File: src/rtl/islip_pkg.sv
// Shared constants, result codes and controller/datapath interface types
// for the iSLIP crossbar scheduler. No dependencies.
package islip_pkg;

  localparam int PORTS        = 8;
  localparam int QUEUE_DEPTH  = 16;
  localparam int PORT_W       = (PORTS > 1) ? $clog2(PORTS) : 1;
  localparam int NUM_W        = $clog2(PORTS + 1);
  localparam int CNT_W        = $clog2(QUEUE_DEPTH + 1);
  localparam int ADDR_W       = 2 * PORT_W;
  localparam int FIELD_W      = 4;
  localparam int CFG_W        = 5;
  localparam int ACTIVE_RESET = 8;
  localparam int MIN_PORTS    = 2;

  typedef enum logic [1:0] {
    KIND_ARRIVAL = 2'd0,
    KIND_MATCH   = 2'd1,
    KIND_EMPTY   = 2'd2
  } kind_t;

  typedef struct packed {
    logic take;
    logic arr_done;
    logic grant;
    logic scan;
    logic pop;
    logic next_iter;
    logic finish;
  } ctrl_cmd_t;

  typedef struct packed {
    logic hit;
    logic ip_last;
    logic again;
    logic out_free;
    logic pend_valid;
  } dp_status_t;

endpackage

File: src/rtl/islip_ctrl.sv
// Sequencing state machine for the iSLIP scheduler.
// Depends on islip_pkg for the command and status types.
module islip_ctrl (
  input  logic                   clk,
  input  logic                   rst,
  input  logic                   in_valid,
  output logic                   in_ready,
  input  logic                   operation,
  input  islip_pkg::dp_status_t  status,
  output islip_pkg::ctrl_cmd_t   cmd
);

  typedef enum logic [6:0] {
    S_IDLE  = 7'b0000001,
    S_ARR   = 7'b0000010,
    S_GRANT = 7'b0000100,
    S_SCAN  = 7'b0001000,
    S_POP   = 7'b0010000,
    S_ITER  = 7'b0100000,
    S_FIN   = 7'b1000000
  } state_t;

  state_t state, state_next;

  always_ff @(posedge clk) begin
    if (rst) begin
      state <= S_IDLE;
    end else begin
      state <= state_next;
    end
  end

  always_comb begin
    state_next = state;
    cmd        = '0;
    in_ready   = 1'b0;
    case (state)
      S_IDLE: begin
        in_ready = !rst;
        if (in_valid && in_ready) begin
          cmd.take   = 1'b1;
          state_next = operation ? S_GRANT : S_ARR;
        end
      end
      S_ARR: begin
        if (status.out_free) begin
          cmd.arr_done = 1'b1;
          state_next   = S_IDLE;
        end
      end
      S_GRANT: begin
        cmd.grant  = 1'b1;
        state_next = S_SCAN;
      end
      S_SCAN: begin
        cmd.scan = 1'b1;
        if (status.hit) begin
          state_next = S_POP;
        end else if (status.ip_last) begin
          state_next = S_ITER;
        end
      end
      S_POP: begin
        if (!status.pend_valid || status.out_free) begin
          cmd.pop    = 1'b1;
          state_next = status.ip_last ? S_ITER : S_SCAN;
        end
      end
      S_ITER: begin
        if (status.again) begin
          cmd.next_iter = 1'b1;
          state_next    = S_GRANT;
        end else begin
          state_next = S_FIN;
        end
      end
      S_FIN: begin
        if (status.out_free) begin
          cmd.finish = 1'b1;
          state_next = S_IDLE;
        end
      end
      default: begin
        state_next = S_IDLE;
      end
    endcase
  end

endmodule

File: src/rtl/islip_dp.sv
// Datapath of the iSLIP scheduler: queue counts, arbiters, pointers and
// the result register. Depends on islip_pkg; driven by islip_ctrl.
module islip_dp (
  input  logic                                clk,
  input  logic                                rst,
  input  logic                                cfg_wr_en,
  input  logic [islip_pkg::CFG_W-1:0]         cfg_wr_data,
  input  logic [islip_pkg::FIELD_W-1:0]       in_port,
  input  logic [islip_pkg::FIELD_W-1:0]       out_port,
  input  islip_pkg::ctrl_cmd_t                cmd,
  output islip_pkg::dp_status_t               status,
  input  logic                                out_ready,
  output logic                                out_valid,
  output logic [1:0]                          kind,
  output logic [islip_pkg::FIELD_W-1:0]       match_input,
  output logic [islip_pkg::FIELD_W-1:0]       match_output,
  output logic                                dropped,
  output logic                                last
);

  localparam int P  = islip_pkg::PORTS;
  localparam int PW = islip_pkg::PORT_W;
  localparam int NW = islip_pkg::NUM_W;
  localparam int CW = islip_pkg::CNT_W;
  localparam int AW = islip_pkg::ADDR_W;
  localparam int FW = islip_pkg::FIELD_W;
  localparam int GW = islip_pkg::CFG_W;

  typedef struct packed {
    logic          found;
    logic [PW-1:0] idx;
  } pick_t;

  // Round-robin pick: first request at or above start, else lowest request.
  function automatic pick_t rr_pick(input logic [P-1:0] req, input logic [PW-1:0] start);
    pick_t hi;
    pick_t any;
    hi  = '0;
    any = '0;
    for (int i = P - 1; i >= 0; i--) begin
      if (req[i]) begin
        any.found = 1'b1;
        any.idx   = PW'(i);
        if (PW'(i) >= start) begin
          hi.found = 1'b1;
          hi.idx   = PW'(i);
        end
      end
    end
    return hi.found ? hi : any;
  endfunction

  function automatic logic [PW-1:0] clip(input logic [PW-1:0] p, input logic [NW-1:0] num);
    return (NW'(p) < num) ? p : '0;
  endfunction

  function automatic logic [PW-1:0] next_port(input logic [PW-1:0] p,
                                              input logic [NW-1:0] num);
    logic [NW-1:0] inc;
    inc = NW'(p) + NW'(1);
    return (inc == num) ? '0 : inc[PW-1:0];
  endfunction

  logic [GW-1:0] active_ports;
  logic [NW-1:0] n;
  logic [P-1:0]  nonempty [P];
  logic [PW-1:0] grant_pointer [P];
  logic [PW-1:0] accept_pointer [P];
  logic [P-1:0]  in_busy;
  logic [P-1:0]  out_busy;
  logic [P-1:0]  granted;
  logic [PW-1:0] grant_to [P];
  logic [PW-1:0] ipc;
  logic [PW-1:0] cand;
  logic [NW-1:0] iter;
  logic          conn;
  logic          pend_valid;
  logic [PW-1:0] pend_ip;
  logic [PW-1:0] pend_op;
  logic [FW-1:0] req_ip;
  logic [FW-1:0] req_op;

  logic [CW-1:0] mem [2**AW];
  logic [CW-1:0] rd_data;
  logic          rd_en;
  logic [AW-1:0] rd_addr;
  logic          wr_en;
  logic [AW-1:0] wr_addr;
  logic [CW-1:0] wr_data;

  logic [P-1:0]  req_col [P];
  pick_t         gr_pick [P];
  logic [P-1:0]  gr_found;
  logic [P-1:0]  acc_req;
  pick_t         acc_pick;
  logic [CW-1:0] arr_cnt;
  logic          arr_ok;

  always_comb begin
    if (active_ports < GW'(islip_pkg::MIN_PORTS)) begin
      n = NW'(islip_pkg::MIN_PORTS);
    end else if (active_ports > GW'(P)) begin
      n = NW'(P);
    end else begin
      n = active_ports[NW-1:0];
    end
  end

  // Grant phase: one arbiter per output over the free inputs
  always_comb begin
    for (int o = 0; o < P; o++) begin
      for (int i = 0; i < P; i++) begin
        req_col[o][i] = nonempty[i][o] && !in_busy[i] && (NW'(i) < n);
      end
      gr_pick[o]  = rr_pick(req_col[o], clip(grant_pointer[o], n));
      gr_found[o] = gr_pick[o].found && !out_busy[o] && (NW'(o) < n);
    end
  end

  // Accept phase: one shared arbiter, stepped across the inputs
  always_comb begin
    for (int c = 0; c < P; c++) begin
      acc_req[c] = granted[c] && (grant_to[c] == ipc) && !out_busy[c];
    end
    acc_pick = rr_pick(acc_req, clip(accept_pointer[ipc], n));
  end

  assign arr_cnt = nonempty[req_ip[PW-1:0]][req_op[PW-1:0]] ? rd_data : '0;
  assign arr_ok  = (GW'(req_ip) < GW'(n)) && (GW'(req_op) < GW'(n)) &&
                   (arr_cnt < CW'(islip_pkg::QUEUE_DEPTH));

  assign status.hit        = acc_pick.found && !in_busy[ipc];
  assign status.ip_last    = (NW'(ipc) == n - NW'(1));
  assign status.again      = conn && (iter < n);
  assign status.out_free   = !out_valid || out_ready;
  assign status.pend_valid = pend_valid;

  assign rd_en   = cmd.take || (cmd.scan && status.hit);
  assign rd_addr = cmd.take ? {in_port[PW-1:0], out_port[PW-1:0]} : {ipc, acc_pick.idx};
  assign wr_en   = (cmd.arr_done && arr_ok) || cmd.pop;
  assign wr_addr = cmd.pop ? {ipc, cand} : {req_ip[PW-1:0], req_op[PW-1:0]};
  assign wr_data = cmd.pop ? rd_data - CW'(1) : arr_cnt + CW'(1);

  always_ff @(posedge clk) begin
    if (wr_en) begin
      mem[wr_addr] <= wr_data;
    end
    if (rd_en) begin
      rd_data <= mem[rd_addr];
    end
  end

  always_ff @(posedge clk) begin
    if (rst) begin
      active_ports <= GW'(islip_pkg::ACTIVE_RESET);
      for (int i = 0; i < P; i++) begin
        nonempty[i]       <= '0;
        grant_pointer[i]  <= '0;
        accept_pointer[i] <= '0;
      end
      in_busy    <= '0;
      out_busy   <= '0;
      granted    <= '0;
      ipc        <= '0;
      iter       <= '0;
      conn       <= 1'b0;
      pend_valid <= 1'b0;
      out_valid  <= 1'b0;
    end else begin
      if (cfg_wr_en) begin
        active_ports <= cfg_wr_data;
      end
      if (cmd.take) begin
        in_busy    <= '0;
        out_busy   <= '0;
        iter       <= '0;
        pend_valid <= 1'b0;
      end
      if (cmd.grant) begin
        granted <= gr_found;
        ipc     <= '0;
        conn    <= 1'b0;
      end
      if (cmd.scan) begin
        if (status.hit) begin
          in_busy[ipc]          <= 1'b1;
          out_busy[acc_pick.idx] <= 1'b1;
          conn                  <= 1'b1;
          if (iter == '0) begin
            accept_pointer[ipc]          <= next_port(acc_pick.idx, n);
            grant_pointer[acc_pick.idx]  <= next_port(ipc, n);
          end
        end else if (!status.ip_last) begin
          ipc <= ipc + PW'(1);
        end
      end
      if (cmd.pop) begin
        nonempty[ipc][cand] <= (rd_data != CW'(1));
        pend_valid          <= 1'b1;
        if (!status.ip_last) begin
          ipc <= ipc + PW'(1);
        end
      end
      if (cmd.arr_done && arr_ok) begin
        nonempty[req_ip[PW-1:0]][req_op[PW-1:0]] <= 1'b1;
      end
      if (cmd.next_iter) begin
        iter <= iter + NW'(1);
      end
      if (cmd.finish) begin
        pend_valid <= 1'b0;
      end
      if (cmd.arr_done || (cmd.pop && pend_valid) || cmd.finish) begin
        out_valid <= 1'b1;
      end else if (out_ready) begin
        out_valid <= 1'b0;
      end
    end
  end

  always_ff @(posedge clk) begin
    if (cmd.take) begin
      req_ip <= in_port;
      req_op <= out_port;
    end
    if (cmd.grant) begin
      for (int o = 0; o < P; o++) begin
        grant_to[o] <= gr_pick[o].idx;
      end
    end
    if (cmd.scan && status.hit) begin
      cand <= acc_pick.idx;
    end
    if (cmd.pop) begin
      pend_ip <= ipc;
      pend_op <= cand;
    end
    if (cmd.arr_done) begin
      kind         <= islip_pkg::KIND_ARRIVAL;
      match_input  <= req_ip;
      match_output <= req_op;
      dropped      <= !arr_ok;
      last         <= 1'b1;
    end else if (cmd.pop && pend_valid) begin
      kind         <= islip_pkg::KIND_MATCH;
      match_input  <= FW'(pend_ip);
      match_output <= FW'(pend_op);
      dropped      <= 1'b0;
      last         <= 1'b0;
    end else if (cmd.finish) begin
      kind         <= pend_valid ? islip_pkg::KIND_MATCH : islip_pkg::KIND_EMPTY;
      match_input  <= pend_valid ? FW'(pend_ip) : '0;
      match_output <= pend_valid ? FW'(pend_op) : '0;
      dropped      <= 1'b0;
      last         <= 1'b1;
    end
  end

endmodule

File: src/rtl/islip_voq_switch_scheduler.sv
// Top level of the iSLIP crossbar scheduler with virtual output queues.
// Depends on islip_pkg, islip_ctrl and islip_dp.
//
// An arrival word adds one packet to the count of its input-output queue and
// has its acknowledgement written to the output register from the arrival
// state once that register is free, flagged as dropped when the queue is
// full or a port is not below the active port count (active_ports clamped
// to 2..PORTS). A slot word runs iSLIP iterations until one adds no match or
// the iteration counter reaches that count; each match comes out as its own
// result, the final one marked last, or a single empty result when nothing
// matched. The grant arbiters of all outputs settle together in the grant
// step, while the accept arbiter is shared and steps one input a cycle,
// pausing at each match for a pop step that writes back its decremented
// queue count and waits for the output register when a result is pending.
// A result that is not taken holds the next one back. One word is in work
// at a time; the next is taken as soon as the last result of the previous
// one sits in the output register. No clearing pass is needed after reset.
module islip_voq_switch_scheduler (
  input  logic                           clk,
  input  logic                           rst,
  input  logic                           cfg_wr_en,
  input  logic [islip_pkg::CFG_W-1:0]    cfg_wr_data,
  input  logic                           in_valid,
  output logic                           in_ready,
  input  logic                           operation,
  input  logic [islip_pkg::FIELD_W-1:0]  in_port,
  input  logic [islip_pkg::FIELD_W-1:0]  out_port,
  output logic                           out_valid,
  input  logic                           out_ready,
  output logic [1:0]                     kind,
  output logic [islip_pkg::FIELD_W-1:0]  match_input,
  output logic [islip_pkg::FIELD_W-1:0]  match_output,
  output logic                           dropped,
  output logic                           last
);

  islip_pkg::ctrl_cmd_t  cmd;
  islip_pkg::dp_status_t status;

  islip_ctrl u_ctrl (
    .clk       (clk),
    .rst       (rst),
    .in_valid  (in_valid),
    .in_ready  (in_ready),
    .operation (operation),
    .status    (status),
    .cmd       (cmd)
  );

  islip_dp u_dp (
    .clk          (clk),
    .rst          (rst),
    .cfg_wr_en    (cfg_wr_en),
    .cfg_wr_data  (cfg_wr_data),
    .in_port      (in_port),
    .out_port     (out_port),
    .cmd          (cmd),
    .status       (status),
    .out_ready    (out_ready),
    .out_valid    (out_valid),
    .kind         (kind),
    .match_input  (match_input),
    .match_output (match_output),
    .dropped      (dropped),
    .last         (last)
  );

endmodule
File: config.mk
export PLATFORM = sky130hd
export DESIGN_NAME = islip_voq_switch_scheduler
export DESIGN_NICKNAME = d
export VERILOG_FILES = /design/src/rtl/islip_pkg.sv /design/src/rtl/islip_ctrl.sv /design/src/rtl/islip_dp.sv /design/src/rtl/islip_voq_switch_scheduler.sv
export SDC_FILE = /design/constraint.sdc
export NUM_CORES = 1
export LEC_CHECK = 0
export BUFFER_PORTS_ARGS = -buffer_cell sky130_fd_sc_hd__buf_2
export CAP_MARGIN = 20
export CORE_ASPECT_RATIO = 0.75
export CORE_UTILIZATION = 30
export DETAILED_ROUTE_END_ITERATION = 10
export GPL_TIMING_DRIVEN = 1
export SLEW_MARGIN = 20
export SYNTH_ARGS = -nofsm -noshare
export SYNTH_HDL_FRONTEND = slang
export SYNTH_HIERARCHICAL = 1
export SYNTH_SLANG_ARGS = --single-unit
File: constraint.sdc
create_clock -name clk -period 17 [get_ports clk]
set_input_delay 1.7 -clock clk [delete_from_list [all_inputs] [get_ports clk]]
set_output_delay 1.7 -clock clk [all_outputs]
set_load 0.05 [all_outputs]
-- Word-level counts from Yosys, hierarchy flattened
Memories as Yosys holds them, arrays and structs flattened. A register that Yosys moved wholly into a read port is not among the register bits.
Index checks and enable logic that the tools add are counted.
- memory bits (writable): 456
- input port bits: 19
- memories: 5
- logic and storage cells: 719
- output and inout bits: 14
- bits in registers: 75
- memory list (memory ; depth ; width ; read ports ; clocked after Yosys merged registers in ; write ports ; RTL line ; RTL):
    u_dp.mem ; 64 ; 5 ; 1 ; 1 ; 1 ; islip_dp.sv:83 ; logic [CW-1:0] mem [2**AW];
    u_dp.nonempty ; 8 ; 8 ; 9 ; 1 ; 8 ; islip_dp.sv:66 ; logic [P-1:0] nonempty [P];
    u_dp.accept_pointer ; 8 ; 3 ; 1 ; 1 ; 8 ; islip_dp.sv:68 ; logic [PW-1:0] accept_pointer [P];
    u_dp.grant_pointer ; 8 ; 3 ; 8 ; 0 ; 8 ; islip_dp.sv:67 ; logic [PW-1:0] grant_pointer [P];
    u_dp.grant_to ; 8 ; 3 ; 8 ; 0 ; 8 ; islip_dp.sv:72 ; logic [PW-1:0] grant_to [P];
- bitwise gates (word level): 2
- reduce and logical (&&, ||, !) cells: 213
- order comparisons: 103
- eq/ne operators: 23
- multiplexer cells: 345
- add/subtract/negate cells: 7
- operators by type and width (operator ; count):
    $mux 4 ; 235
    $logic_and 1x1->1 ; 172
    $mux 8 ; 14
    $ge 3x3->1 const A ; 36
    $mux 3 ; 28
    $ge 1x3->1 const A ; 18
    $ge 2x3->1 const A ; 18
    $mux 1 ; 49
    $mux 7 ; 6
    $pmux 7 s6 ; 1
    $lt 3x4->1 ; 9
    $eq 3x3->1 ; 8
    $logic_not 1->1 ; 21
    $mux 6 ; 3
    $lt 3x4->1 const A ; 4
    $lt 3x4->1 const B ; 4
    $or 8x8->8 ; 2
    $reduce_or 8->1 ; 2
    $demux 1 s3 ; 4
    $ge 3x1->1 const B ; 4
    $lt 4x4->1 ; 3
    $mux 5 ; 2
    $add 3x1->4 const B ; 2
    $eq 4x4->1 ; 2
    30 further kinds ; 46

-- Longest topological paths before layout
- depth after elaboration: 30
- depth in mapped cells: 23

-- Hierarchy
Netlist, hierarchy kept.
- modules (own cells, without submodules) (module ; times used ; cells each ; area each (um2)):
    islip_dp ; 1 ; 2382 ; 26689.3
    islip_ctrl ; 1 ; 63 ; 501.7

-- Worst setup path after synthesis
Ideal clock, no wire load.
- kind: input port to flip-flop
- from: input port out_ready
- to: memory u_dp/mem[0][3] (netlist bit) (data pin)
- arrival time: 5.745 ns
- buffers on the path: 3
- stages on the path: 8
- setup slack: 10.553 ns
- cell sequence: nand2b_1 -> nor2b_1 -> nor2_1 -> clkbuf_1 -> clkbuf_1 -> clkbuf_1 -> a21oi_1 -> o21ai_0
- RTL lines (what ; RTL line ; RTL):
    start, declared ; islip_voq_switch_scheduler.sv:29 ; input logic out_ready,
    end, declared ; islip_dp.sv:83 ;

-- Worst setup path after layout
- from: register u_dp.active_ports[3]
- to: register u_dp.rd_data[4] (read register of u_dp.mem) (data pin)
- word-level cells in the longest chain between the ends: 26
- ends and longest elaborated chain (what ; RTL line ; RTL):
    start, declared ; islip_dp.sv:64 ; logic [GW-1:0] active_ports;
    start signal, assigned ; islip_dp.sv:155 ; active_ports <= GW'(islip_pkg::ACTIVE_RESET);
    start signal, assigned ; islip_dp.sv:171 ; active_ports <= cfg_wr_data;
    $gt 5x4->1 ; islip_dp.sv:102 ; end else if (active_ports > GW'(P)) begin
    $mux 4 ; islip_dp.sv:102 ;
    $mux 4 * ; islip_dp.sv:100 ; if (active_ports < GW'(islip_pkg::MIN_PORTS)) begin
    $lt 3x4->1 * ; islip_dp.sv:54 ; return (NW'(p) < num) ? p : '0;
    $mux 3 * ; islip_dp.sv:54 ;
    $ge 3x3->1 ; islip_dp.sv:44 ; if (PW'(i) >= start) begin
    $mux 4 ; islip_dp.sv:44 ;
    $mux 4 ; islip_dp.sv:41 ; if (req[i]) begin
    [... 10 more ...] ; n/a ;
    $mux 4 ; islip_dp.sv:44 ;
    $mux 4 ; islip_dp.sv:41 ;
    $mux 4 ; islip_dp.sv:44 ;
    $mux 4 * ; islip_dp.sv:41 ;
    $mux 4 * ; islip_dp.sv:50 ; return hi.found ? hi : any;
    $logic_and 1x1->1 ; islip_dp.sv:132 ; assign status.hit = acc_pick.found && !in_busy[ipc];
    $logic_and 1x1->1 ; islip_dp.sv:138 ; assign rd_en = cmd.take || (cmd.scan && status.hit);
    $logic_or 1x1->1 ; islip_dp.sv:138 ;
    end, declared ; islip_dp.sv:84 ; logic [CW-1:0] rd_data;
Every way passes the cells marked *; elsewhere a longest branch is shown, timed or not.
A chain may end at the register's enable or synchronous reset.

==> flow_summary.ini <==
[run_status]
run_status = finished clean

[cts]
clkTransAtPathRegs_ns = 0.06
cts_tree = yes
longest_clk_path_bufs = 3
clock_sink_count = 539
clk-insertion-delay-late_ns = 0.63
hold_buffers_post_cts = 0
postCtsSetupRepairBufs = 0
post_cts.resized_instances = 0
clk_root_buffer_cell = sky130_fd_sc_hd__clkbuf_16
h-tree-depth = 2
cts_buffers = 57

[floorplan]
fp.dieArea_sq_um = 91900
ios = 33
design.core.area_sq_um = 89600
fp.dieH_microns = 263
rows = 95
die_width_microns = 350
start_util_pct = 30.3

[pwr]
power_density_nw_per_um2 = 95.2
leakage_uw = 0.0111
p_total_uw = 2900
worst_ir_drop_vdd_mv = 0.0739

[sta]
period_minus_slack_ns = 7.34
worst_pin_slew_ns = 1.17
totalNegativeSetupSlack_ns = 0
slew_viols_final = 0
timing.slew.headroom_pct = 22.0
finalHoldWorstSlack_ns = 0.471
post-route-worst-setup-slack_ns = 9.66
hold_violations = 0
finalCritPeriodShare_pct = 43.2
clock.fmax_ghz = 0.136
finalSetupViolCount = 0
finClkSkew_ns = 0.0219
rsz_0062_raised_after_global_routing = no

[route]
detail_route.wirelength_microns = 80900
post_drt_via_cell_ratio = 5.43
route.vias.total = 20131
route.detailed.wl_per_inst_microns = 21.8
detail_route.first_pass.iterations = 10
drtAntennaViolNets = 0
drt-initial-drc-count = 2826
post-route-drc-count = 0

[logic_synthesis]
number_of_enable_type_register_cells_in_the_synthesized_netlist = 423
post_synth_top_cells = 423 x sky130_fd_sc_hd__edfxtp_1, 297 x sky130_fd_sc_hd__nor2_1, 219 x sky130_fd_sc_hd__mux2i_1
synth-seq-cells = 539
postSynthAreaPerCell_sq_um = 11.1
ys_warn_count = 6
yosys_most_used_dff = sky130_fd_sc_hd__edfxtp_1
netlist-cell-type-count = 94
synthesis.area_sq_um = 27200
synth_nets = 2501
yosysSeqAreaShare_pct = 55.3
syn-instance-count = 2445
synth_top_area_share_pct = 46.7
postSynth.asyncResetShare_pct = 0
synth_area_leader_cell = sky130_fd_sc_hd__edfxtp_1
cell_with_the_most_instances_after_synthesis = sky130_fd_sc_hd__edfxtp_1
synth.top_cells.by_area = sky130_fd_sc_hd__edfxtp_1 47%, sky130_fd_sc_hd__dfxtp_1 8.5%, sky130_fd_sc_hd__mux2i_1 8.1%

[layout]
syn_to_final_growth_pct = 12.0
multi_input_area_sq_um = 11400
ff_latch_area_sq_um = 15000
drive_gt1_share_pct = 9.67
final_area_sq_um = 30500
fin_nets = 2504
num-fill-cells = 8955

[critical_path]
timing.critical_path.arrival_ns = 7.69
worst_setup_path_end_kind = flop
regToRegStartpoint = u_dp/active_ports[3]$_SDFFE_PP1P_
worst-r2r-setup-slack_ns = 9.66
worst_path_max_delay_cell = sky130_fd_sc_hd__buf_4
beginning_of_the_critical_path = u_dp/active_ports[3]$_SDFFE_PP1P_
start_kind = flop
cp_cell_sequence = or2_1, inv_2, nand2_1, ha_1, or2_1, o221ai_2, nor2_1, o41ai_1, o21ai_0, a21oi_1, o31a_4, buf_4, buf_4, mux2i_1, o221ai_1, o31ai_1, a2111oi_0, or4_1
path_depth = 18
endpoint = u_dp/rd_data[4]$_DFFE_PP_
critical_path_buf_inv_count = 3
worst_path_largest_cell_delay_ns = 0.87
cp.required_ns = 17.35
capturing_point_of_the_worst_reg2reg_path = u_dp/rd_data[4]$_DFFE_PP_
timing.critical_path.fanout_max = 57
worst_r2r_path_depth = 18
worst_path_dominant_cell_family = buffers and inverters
timing_worst_setup_path_type = flop to flop

[global_routing]
grt_pass1_wl_microns = 121000
aggregate_global_routing_overflow = 0
grt_pass1_vias = 18401
antenna_found_initial = 2
grt_util_all_layers_pct = 17.3
grt_max_degree = 81

[run]
drv_cap = 0

[placed_design]
dp_worst_setup_slack_ns = 9.86
placedInstanceArea_sq_um = 28600
io_buffer_count = 32
place.gp.congestion = 0.934
dp.final_hpwl_microns = 54300

[hold_path]
timing.hold.worst.class = flop to flop
## registers in the layout, indices dropped and copies added, names as in the netlist, 2 cells and up, named ones only
signal	cells
u_dp/req_op	4
u_dp/accept_pointer	24
u_dp/mem	320
u_dp/req_ip	4
u_dp/in_busy	8
u_dp/iter	4
u_dp/out_busy	8
u_dp/grant_to	24
u_dp/match_input	4
u_dp/cand	3
u_dp/pend_op	3
u_dp/match_output	4
u_dp/rd_data	5
u_dp/nonempty	64
u_ctrl/state	7
u_dp/grant_pointer	24
u_dp/ipc	3
u_dp/active_ports	5
u_dp/granted	8
u_dp/kind	2
u_dp/pend_ip	3
## cell usage in the layout (no fill, tap or decap), types with 18 or more instances in the layout
master,netlist,layout
sky130_fd_sc_hd__mux2i_1,219,219
sky130_fd_sc_hd__and2_1,37,37
sky130_fd_sc_hd__buf_4,9,39
sky130_fd_sc_hd__mux4_2,22,22
sky130_fd_sc_hd__ha_1,37,37
sky130_fd_sc_hd__o21ai_0,147,141
sky130_fd_sc_hd__clkbuf_16,0,57
sky130_fd_sc_hd__edfxtp_1,423,423
sky130_fd_sc_hd__o21a_1,19,19
sky130_fd_sc_hd__o31ai_1,21,21
sky130_fd_sc_hd__dfxtp_1,116,116
sky130_fd_sc_hd__nor4_1,25,24
sky130_fd_sc_hd__nand2b_1,99,99
sky130_fd_sc_hd__o221ai_1,27,27
sky130_fd_sc_hd__buf_2,11,32
sky130_fd_sc_hd__xnor2_1,20,20
sky130_fd_sc_hd__nor2b_1,24,24
sky130_fd_sc_hd__nand3_1,32,32
sky130_fd_sc_hd__xor2_1,18,18
sky130_fd_sc_hd__nor3_1,36,35
sky130_fd_sc_hd__a21oi_1,162,160
sky130_fd_sc_hd__inv_1,30,30
sky130_fd_sc_hd__a22oi_1,21,21
sky130_fd_sc_hd__a31oi_1,85,85
sky130_fd_sc_hd__nor2_1,297,293
sky130_fd_sc_hd__nand2_1,190,190
## worst register-to-register path, cell delays in order, from the launching register on
cell                        delay [ns]
sky130_fd_sc_hd__dfxtp_1          0.32
sky130_fd_sc_hd__or2_1            0.35
sky130_fd_sc_hd__inv_2            0.44
sky130_fd_sc_hd__nand2_1          0.66
sky130_fd_sc_hd__ha_1             0.49
sky130_fd_sc_hd__or2_1            0.27
sky130_fd_sc_hd__o221ai_2         0.24
sky130_fd_sc_hd__nor2_1           0.14
sky130_fd_sc_hd__o41ai_1          0.32
sky130_fd_sc_hd__o21ai_0          0.16
sky130_fd_sc_hd__a21oi_1          0.24
sky130_fd_sc_hd__o31a_4           0.33
sky130_fd_sc_hd__buf_4            0.76
sky130_fd_sc_hd__buf_4            0.90
sky130_fd_sc_hd__mux2i_1          0.39
sky130_fd_sc_hd__o221ai_1         0.17
sky130_fd_sc_hd__o31ai_1          0.14
sky130_fd_sc_hd__a2111oi_0        0.16
sky130_fd_sc_hd__or4_1            0.59
## routing by layer
| metal | vias up | global-route usage, % | part of all wire, % |
|---|---|---|---|
| met1 | 9804 | 26.9 | 47 |
| li1 | 9191 | - | - |
| met2 | 1000 | 23.8 | 41 |
| met5 | - | 0 | 0.0012 |
| met4 | 2 | 4.28 | 2.1 |
| met3 | 134 | 3.70 | 10 |
## final cells by class
| class | count | share of cell area (%) |
|---|---|---|
| inverters | 35 | 0.431 |
| flip-flops and latches | 539 | 49.3 |
| multi-input cells | 1742 | 37.6 |
| repair buffers | 73 | 1.57 |
| diodes | 1 | 0.00822 |
| clock inverters | 36 | 1.21 |
| well taps | 1212 | 4.98 |
| clock buffers | 68 | 4.88 |
## worst min path at each step
stage | start | to | slack [ns] | cells past startpoint
3_3_place_gp | u_dp/conn$_SDFF_PP0_ | u_dp/conn$_SDFF_PP0_ | 0.46 | 2
5_1_grt | u_dp/conn$_SDFF_PP0_ | u_dp/conn$_SDFF_PP0_ | 0.50 | 2
3_5_place_dp | u_dp/conn$_SDFF_PP0_ | u_dp/conn$_SDFF_PP0_ | 0.46 | 2
2_1_floorplan | u_dp/ipc[2]$_SDFF_PP0_ | u_dp/pend_ip[2]$_DFFE_PP_ | 0.44 | 0
6_report | u_dp/conn$_SDFF_PP0_ | u_dp/conn$_SDFF_PP0_ | 0.47 | 2
4_1_cts | u_dp/conn$_SDFF_PP0_ | u_dp/conn$_SDFF_PP0_ | 0.47 | 2
## through the flow
stage	instances	util (%)
2_1_floorplan	2445	-
3_3_place_gp	3598	31.9
3_5_place_dp	3598	31.9
4_1_cts	3702	33.9
5_1_grt	3705	34.0
6_report	3706	34.0
## report_power, final
part	switching [uW]	internal, uW
clock network	538	714
registers	20.9	1420
logic	135	69.7
total	694	2210
## logic make-up (layout without fill, tap and decap cells)
| kind of cell | Yosys count | after routing | share of synthesized area [%] |
|---|---|---|---|
| buffers and inverters | 164 | 212 | 3.13 |
| multiplexers | 252 | 252 | 10.4 |
| other | 0 | 1 | 0 |
| adder cells (fa/ha/maj) | 37 | 37 | 1.70 |
| AO/OA/AOI/OAI | 604 | 604 | 14.1 |
| flip-flops | 539 | 539 | 55.3 |
| XOR/XNOR | 38 | 38 | 1.22 |
| AND/OR/NAND/NOR | 811 | 811 | 14.2 |
No activity file was read; power rests on OpenSTA's default activity.
